## src/hw/rtl/mcsc_pkg.sv

```systemverilog
package mcsc_pkg;

  localparam int unsigned SENSOR_COUNT_DEF = 4;

  localparam int unsigned CFG_INDEX_W = 3;
  localparam int unsigned CFG_DATA_W  = 14;

  typedef enum logic [1:0] {
    ACT_COMMAND = 2'd0,
    ACT_RANGE   = 2'd1,
    ACT_BATTERY = 2'd2
  } action_e;

  typedef enum logic [7:0] {
    CMD_NOP     = 8'd0,
    CMD_FORWARD = 8'd1,
    CMD_BACK    = 8'd2,
    CMD_LEFT    = 8'd3,
    CMD_RIGHT   = 8'd4,
    CMD_STOP    = 8'd5,
    CMD_BRAKE   = 8'd6
  } command_e;

  typedef enum logic [CFG_INDEX_W-1:0] {
    CFG_DRIVE_LIMIT  = 3'd0,
    CFG_RANGE_MIN    = 3'd1,
    CFG_RANGE_MAX    = 3'd2,
    CFG_NEAR         = 3'd3,
    CFG_BATT_CRIT    = 3'd4
  } cfg_index_e;

  localparam logic [11:0] DRIVE_LIMIT_RST = 12'd3000;
  localparam logic [12:0] RANGE_MIN_RST   = 13'd30;
  localparam logic [12:0] RANGE_MAX_RST   = 13'd1300;
  localparam logic [12:0] NEAR_RST        = 13'd30;
  localparam logic [13:0] BATT_CRIT_RST   = 14'd6000;
  localparam logic [12:0] RANGE_RST       = 13'd5000;

  // Battery scaling: mv = ((adc * 3300) >> 12) * 3128 / 1000, clipped.
  localparam logic [11:0] ADC_SCALE    = 12'd3300;
  localparam logic [11:0] DIVIDER_GAIN = 12'd3128;
  // Reciprocal of 1000 scaled by 2^34, rounded up; exact for 24-bit operands.
  localparam logic [24:0] RECIP_1000   = 25'd17179870;
  localparam logic [13:0] MV_CLIP      = 14'd12600;

  typedef struct packed {
    logic [11:0] adc_raw;
    logic        range_ok;
    logic [15:0] range_raw;
    logic [1:0]  sensor_index;
    logic [15:0] target_b;
    logic [15:0] target_a;
    logic [7:0]  command;
    logic [1:0]  action;
  } item_t;

  typedef struct packed {
    item_t       item;
    logic [14:0] mv_quot;
  } conv_item_t;

  typedef struct packed {
    logic [12:0] range_mm;
    logic [13:0] battery_mv_out;
    logic        battery_low;
    logic        stop_latched;
    logic [11:0] drive_b;
    logic [11:0] drive_a;
  } result_t;

endpackage

```

## src/hw/rtl/mcsc_batt_pipe.sv

```systemverilog
module mcsc_batt_pipe import mcsc_pkg::*; (
  input  logic       clk_i,
  input  logic       rst_ni,
  input  logic       in_valid_i,
  output logic       in_ready_o,
  input  item_t      in_data_i,
  output logic       out_valid_o,
  input  logic       out_ready_i,
  output conv_item_t out_data_o
);

  logic v0_q, v1_q, v2_q, v3_q;
  logic v0_d, v1_d, v2_d, v3_d;
  logic rdy0, rdy1, rdy2, rdy3;

  item_t       s0_q;
  item_t       s1_item_q;
  logic [11:0] s1_q1_q;
  item_t       s2_item_q;
  logic [23:0] s2_q2_q;
  conv_item_t  s3_q;

  logic [23:0] prod1;
  logic [23:0] prod2;
  logic [48:0] prod3;

  assign rdy3 = !v3_q || out_ready_i;
  assign rdy2 = !v2_q || rdy3;
  assign rdy1 = !v1_q || rdy2;
  assign rdy0 = !v0_q || rdy1;

  assign v0_d = rdy0 ? in_valid_i : v0_q;
  assign v1_d = rdy1 ? v0_q : v1_q;
  assign v2_d = rdy2 ? v1_q : v2_q;
  assign v3_d = rdy3 ? v2_q : v3_q;

  assign prod1 = 24'(s0_q.adc_raw) * 24'(ADC_SCALE);
  assign prod2 = 24'(s1_q1_q) * 24'(DIVIDER_GAIN);
  assign prod3 = 49'(s2_q2_q) * 49'(RECIP_1000);

  always_ff @(posedge clk_i or negedge rst_ni) begin
    if (!rst_ni) begin
      v0_q <= 1'b0;
      v1_q <= 1'b0;
      v2_q <= 1'b0;
      v3_q <= 1'b0;
    end else begin
      v0_q <= v0_d;
      v1_q <= v1_d;
      v2_q <= v2_d;
      v3_q <= v3_d;
    end
  end

  always_ff @(posedge clk_i) begin
    if (rdy0 && in_valid_i) begin
      s0_q <= in_data_i;
    end
    if (rdy1 && v0_q) begin
      s1_item_q <= s0_q;
      s1_q1_q   <= prod1[23:12];
    end
    if (rdy2 && v1_q) begin
      s2_item_q <= s1_item_q;
      s2_q2_q   <= prod2;
    end
    if (rdy3 && v2_q) begin
      s3_q.item    <= s2_item_q;
      s3_q.mv_quot <= prod3[48:34];
    end
  end

  assign in_ready_o  = rdy0;
  assign out_valid_o = v3_q;
  assign out_data_o  = s3_q;

endmodule

```

## src/hw/rtl/mcsc_ctrl.sv

```systemverilog
module mcsc_ctrl import mcsc_pkg::*; #(
  parameter int unsigned SensorCount = SENSOR_COUNT_DEF
) (
  input  logic                   clk_i,
  input  logic                   rst_ni,
  input  logic                   cfg_we_i,
  input  logic [CFG_INDEX_W-1:0] cfg_index_i,
  input  logic [CFG_DATA_W-1:0]  cfg_data_i,
  input  logic                   in_valid_i,
  output logic                   in_ready_o,
  input  conv_item_t             in_data_i,
  output logic                   out_valid_o,
  input  logic                   out_ready_i,
  output result_t                out_data_o
);

  logic [11:0] drive_limit_q;
  logic [12:0] range_min_q;
  logic [12:0] range_max_q;
  logic [12:0] near_q;
  logic [13:0] batt_crit_q;

  logic        stop_q, stop_d;
  logic [11:0] duty_a_q, duty_a_d;
  logic [11:0] duty_b_q, duty_b_d;
  logic [12:0] ranges_q [SensorCount];
  logic [12:0] ranges_d [SensorCount];
  logic [13:0] batt_mv_q, batt_mv_d;
  logic        low_q, low_d;
  logic [12:0] range_out;

  logic    out_valid_q, out_valid_d;
  result_t out_q;
  logic    in_fire;
  item_t   it;

  function automatic logic [11:0] clamp_duty(input logic [15:0] req, input logic [11:0] lim);
    clamp_duty = (req > {4'd0, lim}) ? lim : req[11:0];
  endfunction

  assign it         = in_data_i.item;
  assign in_ready_o = !out_valid_q || out_ready_i;
  assign in_fire    = in_valid_i && in_ready_o;

  always_comb begin
    logic [12:0] d;
    logic [13:0] mv;
    logic        all_close;
    stop_d    = stop_q;
    duty_a_d  = duty_a_q;
    duty_b_d  = duty_b_q;
    batt_mv_d = batt_mv_q;
    low_d     = low_q;
    range_out = '0;
    d         = '0;
    mv        = '0;
    for (int i = 0; i < int'(SensorCount); i++) begin
      ranges_d[i] = ranges_q[i];
    end

    if (it.action == ACT_COMMAND) begin
      if (stop_q && it.command != CMD_NOP) begin
        duty_a_d = '0;
        duty_b_d = '0;
      end else begin
        case (it.command) inside
          CMD_FORWARD: begin
            duty_a_d = clamp_duty(it.target_a, drive_limit_q);
            duty_b_d = clamp_duty(it.target_b, drive_limit_q);
          end
          CMD_LEFT: begin
            duty_a_d = clamp_duty(it.target_a, drive_limit_q);
            duty_b_d = '0;
          end
          CMD_RIGHT: begin
            duty_a_d = '0;
            duty_b_d = clamp_duty(it.target_b, drive_limit_q);
          end
          CMD_STOP: begin
            duty_a_d = '0;
            duty_b_d = '0;
            stop_d   = 1'b1;
          end
          CMD_BACK, CMD_BRAKE: begin
            duty_a_d = '0;
            duty_b_d = '0;
          end
          default: begin
          end
        endcase
      end
    end else if (it.action == ACT_RANGE) begin
      if (32'(it.sensor_index) < SensorCount) begin
        if (!it.range_ok || it.range_raw < {3'd0, range_min_q}
            || it.range_raw > {3'd0, range_max_q}) begin
          d = range_max_q;
        end else begin
          d = it.range_raw[12:0];
        end
        for (int i = 0; i < int'(SensorCount); i++) begin
          if (32'(it.sensor_index) == 32'(i)) begin
            ranges_d[i] = d;
          end
        end
        range_out = d;
      end
    end else if (it.action == ACT_BATTERY) begin
      mv = (in_data_i.mv_quot > {1'b0, MV_CLIP}) ? MV_CLIP : in_data_i.mv_quot[13:0];
      batt_mv_d = mv;
      low_d     = mv < batt_crit_q;
    end

    all_close = 1'b1;
    for (int i = 0; i < int'(SensorCount); i++) begin
      if (ranges_d[i] > near_q) begin
        all_close = 1'b0;
      end
    end
    if (!stop_d && all_close) begin
      duty_a_d = '0;
      duty_b_d = '0;
      stop_d   = 1'b1;
    end
  end

  assign out_valid_d = in_fire ? 1'b1 : (out_ready_i ? 1'b0 : out_valid_q);

  always_ff @(posedge clk_i or negedge rst_ni) begin
    if (!rst_ni) begin
      drive_limit_q <= DRIVE_LIMIT_RST;
      range_min_q   <= RANGE_MIN_RST;
      range_max_q   <= RANGE_MAX_RST;
      near_q        <= NEAR_RST;
      batt_crit_q   <= BATT_CRIT_RST;
    end else if (cfg_we_i) begin
      unique case (cfg_index_i)
        CFG_DRIVE_LIMIT: drive_limit_q <= cfg_data_i[11:0];
        CFG_RANGE_MIN:   range_min_q   <= cfg_data_i[12:0];
        CFG_RANGE_MAX:   range_max_q   <= cfg_data_i[12:0];
        CFG_NEAR:        near_q        <= cfg_data_i[12:0];
        CFG_BATT_CRIT:   batt_crit_q   <= cfg_data_i;
        default: begin
        end
      endcase
    end
  end

  always_ff @(posedge clk_i or negedge rst_ni) begin
    if (!rst_ni) begin
      stop_q      <= 1'b0;
      duty_a_q    <= '0;
      duty_b_q    <= '0;
      batt_mv_q   <= '0;
      low_q       <= 1'b0;
      out_valid_q <= 1'b0;
      for (int i = 0; i < int'(SensorCount); i++) begin
        ranges_q[i] <= RANGE_RST;
      end
    end else begin
      out_valid_q <= out_valid_d;
      if (in_fire) begin
        stop_q    <= stop_d;
        duty_a_q  <= duty_a_d;
        duty_b_q  <= duty_b_d;
        batt_mv_q <= batt_mv_d;
        low_q     <= low_d;
        for (int i = 0; i < int'(SensorCount); i++) begin
          ranges_q[i] <= ranges_d[i];
        end
      end
    end
  end

  always_ff @(posedge clk_i) begin
    if (in_fire) begin
      out_q.drive_a        <= duty_a_d;
      out_q.drive_b        <= duty_b_d;
      out_q.stop_latched   <= stop_d;
      out_q.battery_low    <= low_d;
      out_q.battery_mv_out <= batt_mv_d;
      out_q.range_mm       <= range_out;
    end
  end

  assign out_valid_o = out_valid_q;
  assign out_data_o  = out_q;

  a_stop_holds: assert property (@(posedge clk_i) disable iff (!rst_ni)
    stop_q |=> stop_q)
    else $error("Emergency stop latch was released.");

  a_stop_zeroes_drives: assert property (@(posedge clk_i) disable iff (!rst_ni)
    $rose(stop_q) |-> (duty_a_q == '0 && duty_b_q == '0))
    else $error("Drives not zero when the stop latched.");

  a_stopped_command: assert property (@(posedge clk_i) disable iff (!rst_ni)
    (in_fire && stop_q && it.action == ACT_COMMAND && it.command != CMD_NOP)
    |=> (out_q.drive_a == '0 && out_q.drive_b == '0 && out_q.stop_latched))
    else $error("Command while stopped did not force the drives to zero.");

  a_range_zero: assert property (@(posedge clk_i) disable iff (!rst_ni)
    (in_fire && it.action != ACT_RANGE) |=> (out_q.range_mm == '0))
    else $error("Range output not zero for a non-range transaction.");

endmodule

```

## src/hw/rtl/motor_command_safety_controller_unit.sv

```systemverilog
// Motor command safety controller. Each transaction on the slave side is a drive
// command, a range sample or a battery sample, selected by tuser, and produces
// exactly one result transaction carrying the drive duties, the emergency stop
// and battery flags, the battery voltage and the stored range. A new transaction
// is accepted on every cycle while the result side does not stall; the result is
// offered after the transaction has passed an input register, three register
// stages for the battery scaling multipliers and the result register where the
// state is updated. Range state is held in flip-flops and is set at reset, so no
// clearing pass is needed. The user must write configuration registers through
// the write port only while no transaction is in flight; the block itself does
// not enforce this.
module motor_command_safety_controller_unit import mcsc_pkg::*; #(
  parameter int unsigned SensorCount = SENSOR_COUNT_DEF
) (
  input  logic                   clk_i,
  input  logic                   rst_ni,
  input  logic                   cfg_we_i,
  input  logic [CFG_INDEX_W-1:0] cfg_index_i,
  input  logic [CFG_DATA_W-1:0]  cfg_data_i,
  input  logic                   s_axis_tvalid_i,
  output logic                   s_axis_tready_o,
  // command, target_a, target_b, sensor_index, range_raw, range_ok, adc_raw, zero pad
  input  logic [71:0]            s_axis_tdata_i,
  // action
  input  logic [1:0]             s_axis_tuser_i,
  output logic                   m_axis_tvalid_o,
  input  logic                   m_axis_tready_i,
  // drive_a, drive_b, stop_latched, battery_low, battery_mv_out, range_mm, zero pad
  output logic [55:0]            m_axis_tdata_o
);

  item_t      in_item;
  conv_item_t conv_item;
  logic       conv_valid;
  logic       conv_ready;
  result_t    res;

  assign in_item.action       = s_axis_tuser_i;
  assign in_item.command      = s_axis_tdata_i[7:0];
  assign in_item.target_a     = s_axis_tdata_i[23:8];
  assign in_item.target_b     = s_axis_tdata_i[39:24];
  assign in_item.sensor_index = s_axis_tdata_i[41:40];
  assign in_item.range_raw    = s_axis_tdata_i[57:42];
  assign in_item.range_ok     = s_axis_tdata_i[58];
  assign in_item.adc_raw      = s_axis_tdata_i[70:59];

  mcsc_batt_pipe u_batt_pipe (
    .clk_i       (clk_i),
    .rst_ni      (rst_ni),
    .in_valid_i  (s_axis_tvalid_i),
    .in_ready_o  (s_axis_tready_o),
    .in_data_i   (in_item),
    .out_valid_o (conv_valid),
    .out_ready_i (conv_ready),
    .out_data_o  (conv_item)
  );

  mcsc_ctrl #(
    .SensorCount (SensorCount)
  ) u_ctrl (
    .clk_i       (clk_i),
    .rst_ni      (rst_ni),
    .cfg_we_i    (cfg_we_i),
    .cfg_index_i (cfg_index_i),
    .cfg_data_i  (cfg_data_i),
    .in_valid_i  (conv_valid),
    .in_ready_o  (conv_ready),
    .in_data_i   (conv_item),
    .out_valid_o (m_axis_tvalid_o),
    .out_ready_i (m_axis_tready_i),
    .out_data_o  (res)
  );

  assign m_axis_tdata_o = {3'd0, res};

endmodule

```

## config.mk

```make
export PLATFORM = sky130hd
export DESIGN_NAME = motor_command_safety_controller_unit
export DESIGN_NICKNAME = d
export VERILOG_FILES = /design/src/hw/rtl/mcsc_pkg.sv /design/src/hw/rtl/mcsc_batt_pipe.sv /design/src/hw/rtl/mcsc_ctrl.sv /design/src/hw/rtl/motor_command_safety_controller_unit.sv
export SDC_FILE = /design/constraint.sdc
export NUM_CORES = 1
export LEC_CHECK = 0
export BUFFER_PORTS_ARGS = -buffer_cell sky130_fd_sc_hd__buf_4
export CAP_MARGIN = 40
export CORE_ASPECT_RATIO = 0.7
export CORE_MARGIN = 10
export CORE_UTILIZATION = 39
export DETAILED_ROUTE_END_ITERATION = 7
export PLACE_DENSITY_LB_ADDON = 0.05
export SLEW_MARGIN = 25
export SYNTH_ARGS = -nofsm -noshare
export SYNTH_HDL_FRONTEND = slang
export SYNTH_SLANG_ARGS = --single-unit
```

## constraint.sdc

```tcl
create_clock -name clk_i -period 6.8 [get_ports clk_i]
set_clock_uncertainty 0.2 [all_clocks]
set_input_delay 0.68 -clock clk_i [delete_from_list [all_inputs] [get_ports clk_i]]
set_output_delay 0.68 -clock clk_i [all_outputs]
set_load 0.02 [all_outputs]
```

# Yosys cells after proc, flatten, opt, wreduce, memory -nomap -nowiden
# Index checks and enable logic that the tools add are counted.
[op_classes]
multipliers = 3
order_cmp = 10
n_eq_ne = 15
muxes = 45
n_bitwise = 1
reduce_logical = 33
[op_table]
columns = ["op", "n"]
rows = [
  ["two-way mux 12 bit", 18],
  ["two-way mux 52 bit", 2],
  ["two-way mux 13 bit", 5],
  ["two-way mux 14 bit", 4],
  ["greater-than comparator 13 bit", 4],
  ["multiplier 21 x 24 -> 45 bit, second input constant", 1],
  ["greater-than comparator 16 x 12 -> 1 bit", 2],
  ["== test 8 x 3 -> 1 bit, second input constant", 3],
  ["multiplier 12 x 10 -> 22 bit, second input constant", 1],
  ["multiplier 12 x 9 -> 21 bit, second input constant", 1],
  ["== test 8 x 2 -> 1 bit, second input constant", 2],
  ["greater-than comparator 16 x 13 -> 1 bit", 1],
  ["less-than comparator 16 x 13 -> 1 bit", 1],
  ["two-way mux 1 bit", 16],
  ["greater-than comparator 15 x 14 -> 1 bit, second input constant", 1],
  ["less-than comparator 14 bit", 1],
  ["AND reduction 2 bit", 5],
  ["== test 8 x 1 -> 1 bit, second input constant", 1],
  ["nonzero test 8 bit", 1],
  ["logical AND 1 bit", 7],
  ["zero test 1 bit", 7],
  ["logical OR 1 bit", 7],
  ["== test 2 bit, second input constant", 3],
  ["== test 3 x 2 -> 1 bit, second input constant", 2],
  ["other kinds (8)", 11],
]
[totals]
regBits = 519
inputBits = 96

# Logic depth before layout (Yosys ltp)
[depth]
ltp_word = 14
mapped_depth = 23

# By module
# A second synthesis with hierarchy kept.
[unflattened]
hier_cells = 2799
area_unflattened_um2 = 33808.7
[modules_own_cells]
columns = ["mod", "n_inst", "cells_each", "area_each_um2"]
rows = [
  ["mcsc_batt_pipe", 1, 1536, 21725.8],
  ["mcsc_ctrl", 1, 1259, 12056.6],
  ["motor_command_safety_controller_unit", 1, 4, 26.3],
]

# Worst setup path before layout
# No wires, ideal clock.
[synth_path]
kind = "register to register"
startpoint = "register u_batt_pipe.s2_q2_q[18]"
endpoint = "register u_batt_pipe.s3_q, in the netlist u_batt_pipe.out_data_o[12] (data pin)"
setup_time_ns = 0.190
arrival_ns = 6.183
required_time_ns = 6.410
path_slack_ns = 0.227
path_stages_with_launch = 22
n_path_buf = 0
synth_period_minus_slack_ns = 6.573
cell_sequence = "edfxtp_1 -> fa_1 -> fa_1 -> inv_1 -> fa_1 -> inv_1 -> fa_1 -> inv_1 -> fa_1 -> fa_1 -> fa_1 -> inv_1 -> ha_1 -> inv_1 -> o221ai_1 -> a211oi_1 -> nand3_1 -> and3_4 -> a311oi_2 -> nor2b_1 -> o211a_1 -> a2111oi_2"
[synth_between]
elab_chain_len = 1
[synth_rtl]
columns = ["element", "line_no", "text"]
rows = [
  ["start, declared", "mcsc_batt_pipe.sv:20", "logic [23:0] s2_q2_q;"],
  ["start signal, assigned", "mcsc_batt_pipe.sv:65", "s2_q2_q <= prod2;"],
  ["multiplier 21 x 24 -> 45 bit", "mcsc_batt_pipe.sv:39", "assign prod3 = 49'(s2_q2_q) * 49'(RECIP_1000);"],
  ["named net u_batt_pipe.prod3[46]", "mcsc_batt_pipe.sv:25", "logic [48:0] prod3;"],
  ["end, declared", "mcsc_batt_pipe.sv:21", "conv_item_t s3_q;"],
]
# The timed path passes the listed nets, and every way through them passes these cells.
# A chain may end at the register's enable or synchronous reset.

# Final worst setup path
[layout_path]
startpoint = "register u_batt_pipe.s2_q2_q[22]"
endpoint = "register u_batt_pipe.s3_q, in the netlist u_batt_pipe.out_data_o[12] (data pin)"
# The elaborated chain is that of the path after synthesis.

==> metrics.md <==
| Metric | Value |
|---|---|
| CTS H-Tree Depth | 2 |
| Max Cap Viol | 0 |
| Crit path time final | 6550 ps |
| Final ANT Viol Nets | 0 |
| Worst path max stage delay | 570 ps |
| I/O pin cnt | 154 |
| Final setup fails | 0 |
| Fin. Hold Viols | 0 |
| Area of the multi-input gates | 0.0159 mm² |
| Status | finished clean |
| CP Capture Type | flop |
| WP data arrival | 6780 ps |
| Final HPWL DP | 62300 µm |
| Slew HR | 0.456 |
| # diodes | 0 |
| Crit start category | flop |
| Core Rows | 88 |
| Crit-path most repeated cell | fa_1 |
| Crit Path Max Fanout | 4 |
| Die Y | 262 µm |
| Synth area leader | edfxtp_1 |
| Clock Path Buffers | 3 |
| # DRC | 0 |
| GRT Total Usage | 0.166 |
| Register area | 0.0148 mm² |
| Vias in the first global route | 21500 |
| Max Clk Rate | 153 MHz |
| Die width | 365 µm |
| CP required | 7030 ps |
| CTS tree | yes |
| Synth Register Bits | 519 |
| Syn Inst Count | 2737 |
| DRT Wirelength | 78200 µm |
| TritonCTS Buffers | 55 |
| Initial Utilization | 0.394 |
| Number of enable flip-flop cells after synthesis | 357 |
| Detailed Route Iter0 Violations | 1008 |
| Clk Latency, worst-skew pair | 630 ps |
| Ys flop type | edfxtp_1 |
| Mapped cell area | 0.0325 mm² |
| Worst Setup SP | u_batt_pipe.s2_q2_q[22] |
| Slowest cell on crit path | fa_1 |
| Sequential cell area fraction in the yosys report | 0.456 |
| Largest net degree at the start of global routing | 58 |
| Final Max Tran Viols | 0 |
| Top post-synthesis cells by area | edfxtp_1, ha_1, fa_1 |
| Nets | 3766 |
| Asr flop ratio synth | 0.312 |
| Routed len/inst | 18.9 µm |
| Flop-to-flop setup slack | 250 ps |
| Post-synth top area share | 0.330 |
| Worst path bufs/invs | 4 |
| Tightest Pin Transition | 813 ps |
| Vias | 20100 |
| DIE AREA | 0.0955 mm² |
| Fillers | 7594 |
| Reg-to-Reg End | u_batt_pipe.out_data_o[12] |
| Initial antenna violation count | 4 |
| Delay-heaviest family, CP | adder cells |
| Synth warn | 0 |
| Crit Reg-Reg Startpoint | u_batt_pipe.s2_q2_q[22] |
| Crit path cell chain | fa_2, fa_1, inv_1, fa_1, fa_1, fa_1, inv_1, fa_1, ha_1, ha_4, a211oi_2, o21ai_2, a211oi_2, buf_4, nand3_2, and3_4, a311oi_2, buf_4, nor2b_1, o211a_1, a2111oi_4 |
| CTS sink cnt | 519 |
| Worst setup path end | u_batt_pipe.out_data_o[12] |
| Core Region | 0.0826 mm² |
| FF-to-FF path depth | 21 |
| Top-count cell post-synth | ha_1 |
| Overflow after GRT | 0 |
| Core Util, Final | 0.461 |
| Clock transition at the registers of the reported paths | 60 ps |
| Routability congestion estimate | 0.860 |
| Worst hold path class | in2reg |
| IO Port Bufs | 149 |
| CTS root buf | clkbuf_16 |
| DRT Pass-1 Iters | 5 |
| Proportion of layout cells with a drive suffix above 1 | 0.154 |
| First-pass GRT wire length | 124000 µm |
| Period utilisation layout | 0.964 |
| WS Path Type | reg2reg |
| Crit path depth | 21 |
| Via/cell ratio | 4.86 |
| Yosys cell types | 80 |
| Layout area overhead | 17.0% |
| Syn Area/Cell | 11.9 µm² |
| RSZ-0062 raised after global routing | no |
| Most instantiated cells after synthesis | ha_1, inv_1, edfxtp_1 |
how the worst min path moves through the flow:
stage,slack (ps),cells past startpoint,to,from
detailed placement,200,0,u_batt_pipe.out_data_o[21],u_batt_pipe.s2_item_q[6]
finish,50,1,u_batt_pipe.s0_q[70],s_axis_tdata_i[68]
CTS,0.2,1,u_batt_pipe.s0_q[13],s_axis_tdata_i[11]
global placement,200,0,u_batt_pipe.s2_item_q[35],u_batt_pipe.s1_item_q[35]
floorplan,180,0,u_batt_pipe.out_valid_o,rst_ni
global route,7,1,u_batt_pipe.s0_q[13],s_axis_tdata_i[11]
layout by cell type, fill, tap and decap left out, types with 9 or more instances in the layout:
master,n
o21a_1,13
clkbuf_16,56
o21ai_0,104
buf_4,235
fa_1,184
a21oi_1,97
dfrtp_1,116
nand2_1,220
o31ai_1,11
dlygate4sd3_1,17
nand4_1,25
mux2_2,30
o21ai_1,71
nor2_1,123
dfstp_2,46
mux2i_1,42
nand3_1,29
xor2_1,15
bufinv_16,13
ha_1,464
xnor2_1,26
inv_1,453
edfxtp_1,357
a21o_1,30
a22o_1,12
nor3_1,15
o21bai_1,9
nor2b_1,36
nand2b_1,20
clkinv_2,11
per-stage QoR:
| step | setup WS [ps] | TNS (ps) | hold WS [ps] | instance area, µm² | std cells |
|---|---|---|---|---|---|
| 3_3_place_gp | -119 | -267 | 201 | 35400 | 3998 |
| 2_1_floorplan | 227 | 0 | 184 | 32500 | 2739 |
| 6_report | 247 | 0 | 48.6 | 38100 | 4134 |
| 5_1_grt | 10.3 | 0 | 7.13 | 38100 | 4134 |
| 3_5_place_dp | -274 | -741 | 205 | 35600 | 4006 |
| 4_1_cts | 2.89 | 0 | 0.155 | 37800 | 4127 |
repair_timing:
action	in CTS	in global routing
endpoints found under the hold margin	48	0
setup endpoints to repair	5	5
pin swaps	4	20
gates resized for setup	9	20
buffers inserted	2	2
hold buffers	17	0
cell families after synthesis:
kind of cell / after synthesis / share of synthesized area
mux: 72 / 0.0233
fa+ha+maj: 661 / 0.298
buf+inv: 509 / 0.0600
xor+xnor: 41 / 0.0110
simple gates: 511 / 0.0712
other cells: 1 / 0.000115
flops: 519 / 0.456
compound gates: 423 / 0.0800
metal layers:
layer / routed length (µm) / track usage / vias up
met1: 39700 / 0.241 / 9825
met3: 2430 / 0.0218 / 87
li1: - / - / 9935
met4: 1450 / 0.0366 / 0
met5: 0 / 0 / -
met2: 34700 / 0.264 / 250
cell type report:
class | instances | share of cell area
sequential | 519 | 0.390
inverter | 454 | 0.0448
multi-input combinational | 1711 | 0.419
clock buffer | 61 | 0.0376
tap | 1080 | 0.0355
clock inverter | 41 | 0.0151
timing repair buffer | 268 | 0.0584
state kept, by name, indices dropped and copies added (netlist names), 14 cells and up:
signal / flops
u_batt_pipe.s1_item_q: 61
u_ctrl.batt_mv_q: 14
u_batt_pipe.s2_item_q: 61
u_ctrl.out_data_o: 53
u_ctrl.ranges_q: 52
u_batt_pipe.s0_q: 73
u_ctrl.batt_crit_q: 14
u_batt_pipe.out_data_o: 76
u_batt_pipe.s2_q2_q: 21
Power is not shown: default switching activity piles up to over one toggle a cycle in this logic, so the estimate is an artifact.
